### config.mk
export PLATFORM = sky130hd
export DESIGN_NAME = unicode_escape_decoder_unit
export DESIGN_NICKNAME = d
export VERILOG_FILES = /design/src/rtl/ued_pkg.sv /design/src/rtl/ued_core.sv /design/src/rtl/ued_burst.sv /design/src/rtl/unicode_escape_decoder_unit.sv
export SDC_FILE = /design/constraint.sdc
export NUM_CORES = 1
export LEC_CHECK = 0
export ABC_AREA = 1
export BUFFER_PORTS_ARGS = -buffer_cell sky130_fd_sc_hd__clkbuf_2
export CAP_MARGIN = 20
export CELL_PAD_IN_SITES_DETAIL_PLACEMENT = 2
export CELL_PAD_IN_SITES_GLOBAL_PLACEMENT = 2
export CORE_MARGIN = 2
export CORE_UTILIZATION = 43
export CTS_CLUSTER_SIZE = 20
export DETAILED_ROUTE_END_ITERATION = 10
export PLACE_DENSITY = 0.86
export SLEW_MARGIN = 20
export SYNTH_ARGS = -nofsm -noshare
export SYNTH_HDL_FRONTEND = slang
export SYNTH_SLANG_ARGS = --single-unit
### constraint.sdc
create_clock -name aclk -period 15.1 [get_ports aclk]
set_clock_uncertainty 0.1 [all_clocks]
set_input_delay 3.02 -clock aclk [delete_from_list [all_inputs] [get_ports aclk]]
set_output_delay 3.02 -clock aclk [all_outputs]
set_load 0.02 [all_outputs]
### src/rtl/ued_pkg.sv
package ued_pkg;

    localparam int CHAR_W = 21;
    localparam int DIGITS = 3;
    localparam int CNT_W  = 3;   // holds up to six results per transaction

    localparam logic [CHAR_W-1:0] BACKSLASH_C = CHAR_W'(32'h5C);
    localparam logic [CHAR_W-1:0] LETTER_U_C  = CHAR_W'(32'h75);

    typedef struct packed {
        logic [CHAR_W-1:0] char_in;
        logic              text_last;
    } in_t;

    typedef struct packed {
        logic [CHAR_W-1:0] char_out;
        logic              run_last;
        logic              text_end;
    } out_t;

    // One transaction's worth of results: a prefix of the held sequence
    // (backslash, 'u', digit 0..2) followed by an optional tail character.
    typedef struct packed {
        logic [CNT_W-1:0]               held_cnt;
        logic                           tail_vld;
        logic [CHAR_W-1:0]              tail_char;
        logic [DIGITS-1:0][CHAR_W-1:0]  digits;
        logic                           last;
    } burst_t;

    function automatic logic hex_ok(input logic [7:0] b);
        return (b >= 8'h30 && b <= 8'h39) || (b >= 8'h61 && b <= 8'h66) ||
               (b >= 8'h41 && b <= 8'h46);
    endfunction

    function automatic logic [3:0] hex_val(input logic [7:0] b);
        logic [7:0] t;
        priority if (b >= 8'h30 && b <= 8'h39) begin
            t = b - 8'h30;
        end else if (b >= 8'h61 && b <= 8'h66) begin
            t = b - 8'h57;
        end else if (b >= 8'h41 && b <= 8'h46) begin
            t = b - 8'h37;
        end else begin
            t = 8'h00;
        end
        return t[3:0];
    endfunction

endpackage

### src/rtl/ued_core.sv
module ued_core (
    input  logic           aclk,
    input  logic           aresetn,
    input  logic           s_valid,
    output logic           s_ready,
    input  ued_pkg::in_t   s_data,
    input  logic           burst_free,
    output logic           burst_load,
    output ued_pkg::burst_t burst_data
);
    import ued_pkg::*;

    localparam logic [2:0] PH_IDLE = 3'd0;
    localparam logic [2:0] PH_BS   = 3'd1;
    localparam logic [2:0] PH_U    = 3'd2;
    localparam logic [2:0] PH_D1   = 3'd3;
    localparam logic [2:0] PH_D2   = 3'd4;
    localparam logic [2:0] PH_D3   = 3'd5;

    logic                           in_vld_reg;
    in_t                            in_reg;
    logic [2:0]                     phase_reg;
    logic [2:0]                     phase_mid;
    logic [2:0]                     phase_next;
    logic [DIGITS-1:0][CHAR_W-1:0]  dig_reg;
    logic [DIGITS-1:0][CHAR_W-1:0]  dig_next;

    logic              advance;
    logic [CHAR_W-1:0] c;
    logic              is_bs;
    logic              is_u;
    logic              is_hex;
    logic              restart;
    logic              wr;
    logic [1:0]        wr_idx;
    logic [2:0]        wr_off;
    logic [CNT_W-1:0]  k;
    logic              tail_vld;
    logic [CHAR_W-1:0] tail_char;
    logic [CHAR_W-1:0] code_point;

    assign advance = in_vld_reg && burst_free;
    assign s_ready = !in_vld_reg || burst_free;

    assign c      = in_reg.char_in;
    assign is_bs  = (c == BACKSLASH_C);
    assign is_u   = (c == LETTER_U_C);
    assign is_hex = hex_ok(c[7:0]);
    assign wr_off = phase_reg - PH_U;
    assign wr_idx = wr_off[1:0];

    assign code_point = {5'b0, hex_val(dig_reg[0][7:0]), hex_val(dig_reg[1][7:0]),
                         hex_val(dig_reg[2][7:0]), hex_val(c[7:0])};

    always_comb begin
        restart   = 1'b0;
        wr        = 1'b0;
        k         = '0;
        tail_vld  = 1'b0;
        tail_char = c;
        phase_mid = PH_IDLE;
        unique case (phase_reg)
            PH_IDLE: begin
                restart = 1'b1;
            end
            PH_BS: begin
                if (is_u) begin
                    phase_mid = PH_U;
                end else begin
                    k       = CNT_W'(1);
                    restart = 1'b1;
                end
            end
            PH_U, PH_D1, PH_D2: begin
                if (is_hex) begin
                    wr        = 1'b1;
                    phase_mid = phase_reg + 3'd1;
                end else begin
                    k       = phase_reg;
                    restart = 1'b1;
                end
            end
            PH_D3: begin
                if (is_hex) begin
                    tail_vld  = 1'b1;
                    tail_char = code_point;
                end else begin
                    k       = phase_reg;
                    restart = 1'b1;
                end
            end
            default: begin
                // unreachable phases release everything held
                k       = CNT_W'(5);
                restart = 1'b1;
            end
        endcase

        // examine the character again as if nothing were held
        if (restart) begin
            if (is_bs) begin
                phase_mid = PH_BS;
            end else begin
                tail_vld = 1'b1;
            end
        end

        // flush what is still held at the end of the text
        if (in_reg.text_last && phase_mid != PH_IDLE) begin
            if (k == '0) begin
                k = phase_mid;
            end else begin
                tail_vld = 1'b1;
            end
        end
        phase_next = in_reg.text_last ? PH_IDLE : phase_mid;
    end

    always_comb begin
        for (int i = 0; i < DIGITS; i++) begin
            dig_next[i] = (wr && wr_idx == 2'(i)) ? c : dig_reg[i];
        end
    end

    assign burst_load           = advance && (k != '0 || tail_vld);
    assign burst_data.held_cnt  = k;
    assign burst_data.tail_vld  = tail_vld;
    assign burst_data.tail_char = tail_char;
    assign burst_data.digits    = dig_next;
    assign burst_data.last      = in_reg.text_last;

    always_ff @(posedge aclk) begin
        if (!aresetn) begin
            in_vld_reg <= 1'b0;
            phase_reg  <= PH_IDLE;
        end else begin
            if (s_ready) begin
                in_vld_reg <= s_valid;
            end
            if (advance) begin
                phase_reg <= phase_next;
            end
        end
    end

    always_ff @(posedge aclk) begin
        if (s_valid && s_ready) begin
            in_reg <= s_data;
        end
        if (advance) begin
            dig_reg <= dig_next;
        end
    end

endmodule

### src/rtl/ued_burst.sv
module ued_burst (
    input  logic            aclk,
    input  logic            aresetn,
    input  logic            burst_load,
    input  ued_pkg::burst_t burst_data,
    output logic            burst_free,
    output logic            m_valid,
    input  logic            m_ready,
    output ued_pkg::out_t   m_data
);
    import ued_pkg::*;

    logic             b_vld_reg;
    burst_t           b_reg;
    logic [CNT_W-1:0] idx_reg;
    logic [CNT_W-1:0] cnt;
    logic [CNT_W-1:0] dig_off;
    logic             at_last;
    logic [CHAR_W-1:0] held_char;

    assign cnt     = b_reg.held_cnt + CNT_W'(b_reg.tail_vld);
    assign at_last = (idx_reg == cnt - CNT_W'(1));
    assign dig_off = idx_reg - CNT_W'(2);

    assign burst_free = !b_vld_reg || (m_ready && at_last);
    assign m_valid    = b_vld_reg;

    always_comb begin
        unique case (idx_reg)
            CNT_W'(0): held_char = BACKSLASH_C;
            CNT_W'(1): held_char = LETTER_U_C;
            CNT_W'(2), CNT_W'(3), CNT_W'(4): held_char = b_reg.digits[dig_off[1:0]];
            default:   held_char = b_reg.tail_char;
        endcase
    end

    assign m_data.char_out = (idx_reg < b_reg.held_cnt) ? held_char : b_reg.tail_char;
    assign m_data.run_last = at_last;
    assign m_data.text_end = at_last && b_reg.last;

    always_ff @(posedge aclk) begin
        if (!aresetn) begin
            b_vld_reg <= 1'b0;
            idx_reg   <= '0;
        end else if (burst_load) begin
            b_vld_reg <= 1'b1;
            idx_reg   <= '0;
        end else if (b_vld_reg && m_ready) begin
            if (at_last) begin
                b_vld_reg <= 1'b0;
            end else begin
                idx_reg <= idx_reg + CNT_W'(1);
            end
        end
    end

    always_ff @(posedge aclk) begin
        if (burst_load) begin
            b_reg <= burst_data;
        end
    end

endmodule

### src/rtl/unicode_escape_decoder_unit.sv
// Decodes backslash-u-four-hex escapes in a stream of 21-bit characters,
// one character per input transaction, with text_last on the final one.
// Each completed escape becomes its 16-bit code point; a partial escape is
// held and released unchanged when it fails or when the text ends. An input
// transaction moves through an input register and the decode logic into a
// result register, one per cycle while that register is free; it then
// hands out the transaction's results one per cycle while m_ready is high
// (none to six). Transactions giving zero or one result sustain one per
// cycle; one giving n results holds the result register until all n are
// taken, the input stalling after one more transaction is taken. The
// result register loads when the input register holds a transaction and
// it is free, and offers its first result as soon as it loads. run_last
// marks a transaction's last result and text_end the final one of the text.
module unicode_escape_decoder_unit (
    input  logic          aclk,
    input  logic          aresetn,
    input  logic          s_valid,
    output logic          s_ready,
    input  ued_pkg::in_t  s_data,
    output logic          m_valid,
    input  logic          m_ready,
    output ued_pkg::out_t m_data
);
    import ued_pkg::*;

    logic   burst_free;
    logic   burst_load;
    burst_t burst_data;

    ued_core u_core (
        .aclk       (aclk),
        .aresetn    (aresetn),
        .s_valid    (s_valid),
        .s_ready    (s_ready),
        .s_data     (s_data),
        .burst_free (burst_free),
        .burst_load (burst_load),
        .burst_data (burst_data)
    );

    ued_burst u_burst (
        .aclk       (aclk),
        .aresetn    (aresetn),
        .burst_load (burst_load),
        .burst_data (burst_data),
        .burst_free (burst_free),
        .m_valid    (m_valid),
        .m_ready    (m_ready),
        .m_data     (m_data)
    );

endmodule
==> flow_summary.ini <==
[yosys]
async_flop_share = 0
synth_ff_type = edfxtp_1
synth_top_cell_area_share = 0.623
mappedNetlistNets = 848
count_of_flip_flops_with_a_built_in_enable_after_synthesis = 174
netlist_top_cells_area = edfxtp_1 (62%), nand2_1 (8.5%), o21ai_0 (5.7%)
ys_ff_latch = 182
synth_seq_area_share = 0.642
synth.largest_area_cell = edfxtp_1
netlist-cell-type-count = 41
syn_avg_cell_area_um2 = 10.6
post-synth-top-count-cell = nand2_1
synth.cells.most_frequent = nand2_1 (191), edfxtp_1 (174), o21ai_0 (96), inv_1 (76), nor2_1 (51)
post_synth_instance_area_mm2 = 0.00839
yosys_warnings = 0
netlist_instances = 793

[setup_path]
critical_path_arrival_ns = 4.58
path_max_fanout = 21
cp_cell_sequence = inv_1, ha_1, o21ai_0, a21oi_1, clkinv_1, nand2_1, o21ai_0, clkbuf_2
critPathCaptureType = output port
setup_cp_type = flop to output port
cp_common_cell = o21ai_0
crit_required_ns = 11.98
cp_slowest_stage_delay_ns = 0.97
critical_path_launch_point_type = flop
cp_slowest_cell = clkinv_1

[grt]
antenna_found_initial = 0
grt_overflow_total = 0
globalRouteTotalUtil = 0.287
first_global_vias = 7044
grt_start_max_net_pins = 65
grt_pass1_wl_um = 42800

[die]
design.die.area_mm2 = 0.0206
die_h_um = 144
io_pins = 51
initial_util = 0.435
core.rowCount = 51
core_footprint_mm2 = 0.0193
die_width_um = 144

[drt]
drt_first_pass_iters = 5
detail_route.iter0.violations = 559
avgRoutedWirePerCell_um = 25.2
routed_wirelength_um = 28400
drcViolationCount = 0
detail-route-antenna-nets = 0
via_count = 6310
detail_route.vias_per_cell = 5.61

[sta]
final.period_utilization = 0.510
layout_setup_ws_ns = 7.40
clock.fmax_mhz = 130
finalSetupViolCount = 0
min_period_ns = 7.70
report.final.slew_viol_count = 0
final-hold-violation-count = 0
whs_ns = 0.426
total_negative_setup_slacks_ns = 0
worst_slew_margin_rel = 0.253
worstMarginPinSlew_ns = 1.12
rsz0062_at_grt = no

[clock_network]
clkSlewWorstSetupHoldPaths_ns = 0.07
worst_skew_pair.late_latency_ns = 0.45
post_cts.repair.setup_buffers = 0
ctsHoldBuffers = 0
clock_tree.buffer_depth = 2
cts_max_level = 4
clock_sink_count = 182
cts.root.buffer_cell = clkbuf_16
post_cts_resized = 0
numCtsBuffers = 17
cts_tree = built

[power]
power_density_mw_per_mm2 = 117
sw_frac_of_total = 0.256
internal_power_uw = 832
power_frac_comb = 0.067
pwr-share-seq = 0.508
power_frac_clock = 0.424
switchingPower_uw = 286
ir_worst_vdd_mv = 0.0760
leakagePower_uw = 0.00375

[final_layout]
post_route_cells_drive_above_1_share = 0.129
area.growth.synth_to_final_pct = 13.8
insertedDiodeCount = 0
finalInstanceArea_mm2 = 0.00954
largest_register_ff_count = 89
net_count_reported_at_finish = 901
layout.cells.non_filler = 1124

[flow_run]
drv.max_cap_violation_count = 0

[place]
finalWeightedCongestion = 0.860
dp_slack_ns = 8.08
numPlacedInstances = 1092
io_buffers = 50
postPlaceCellArea_mm2 = 0.00893
dp_hpwl_um = 17800

[status]
outcome = complete, no violations

[hold_path]
hold_path.class = flop to flop
-- power by group through the flow --
stage	clock network [uW]	logic, uW	registers, uW
2_1_floorplan	0	42.3	579
3_3_place_gp	0	69.7	579
3_5_place_dp	0	75.0	580
4_1_cts	479	76.4	568
5_1_grt	494	81.9	569
6_report	474	75.4	568
-- layout by cell type, fill, tap and decap left out, types with 2 or more instances in the layout --
| cell | netlist | final |
|---|---|---|
| a21oi_1 | 47 | 47 |
| a41oi_1 | 3 | 3 |
| buf_4 | 1 | 7 |
| bufinv_16 | 0 | 2 |
| clkbuf_16 | 0 | 17 |
| clkbuf_2 | 0 | 50 |
| clkinvlp_4 | 0 | 3 |
| dfxtp_1 | 8 | 8 |
| edfxtp_1 | 174 | 174 |
| ha_1 | 29 | 29 |
| inv_1 | 76 | 73 |
| inv_2 | 5 | 7 |
| inv_6 | 0 | 5 |
| inv_8 | 0 | 3 |
| nand2_1 | 191 | 191 |
| nand2_2 | 6 | 6 |
| nand2_4 | 2 | 2 |
| nand3_1 | 26 | 26 |
| nand4_1 | 8 | 8 |
| nor2_1 | 51 | 51 |
| nor2_2 | 2 | 2 |
| nor3_1 | 5 | 5 |
| nor4_1 | 3 | 3 |
| o211ai_1 | 4 | 4 |
| o21a_1 | 3 | 3 |
| o21ai_0 | 96 | 96 |
| o21ai_1 | 5 | 5 |
| o21bai_1 | 2 | 2 |
| o22ai_1 | 3 | 3 |
| xnor2_1 | 2 | 2 |
| xor2_1 | 6 | 6 |
-- worst max-delay path: cells and delay by family (launching register included) --
kind,cells,cell delay (ns)
compound gates,3,1.15
simple gates,1,0.28
fa+ha+maj,1,0.34
flops,1,0.43
buf+inv,3,1.92
-- layout make-up --
| type | count | area, um2 |
|---|---|---|
| fillers | 2010 | 9730 |
| flip-flops and latches | 182 | 5390 |
| multi-input cells | 506 | 2600 |
| clock buffers | 17 | 425 |
| well taps | 265 | 332 |
| inverters | 82 | 309 |
| repair buffers | 57 | 303 |
| clock inverters | 15 | 185 |
-- metrics by stage --
step                      power, uW  utilization
after global routing           1150        0.495
final                          1120        0.495
after global placement          649        0.463
after detailed placement        655        0.463
after floorplan                 621            -
after CTS                      1120        0.495
-- cells by family after synthesis --
logic type | count (synthesis) | synth area share
and+or+nand+nor | 300 | 0.150
buffers and inverters | 105 | 0.0477
adders and majority gates | 29 | 0.0433
DFF | 182 | 0.642
xor gates and xnor gates | 8 | 0.00836
AOI/OAI and AO/OA | 169 | 0.108
-- path summary, 6_finish.rpt --
check                          start           endpoint  slack, ns  cells after the start
hold / removal     u_core.in_vld_reg  u_core.in_vld_reg       0.43                      2
setup reg to reg         u_core.c[1]  u_burst.b_reg[36]      10.29                     17
hold reg to reg    u_core.in_vld_reg  u_core.in_vld_reg       0.43                      2
setup / recovery  u_burst.idx_reg[1]         m_data[14]       7.40                      8
-- layer usage --
metal	global-route usage	wire length (um)
met5	0	0
met4	0.0955	917
met3	0.0513	1010
met2	0.516	14900
met1	0.348	11600
No activity file was read; power rests on OpenSTA's default activity.
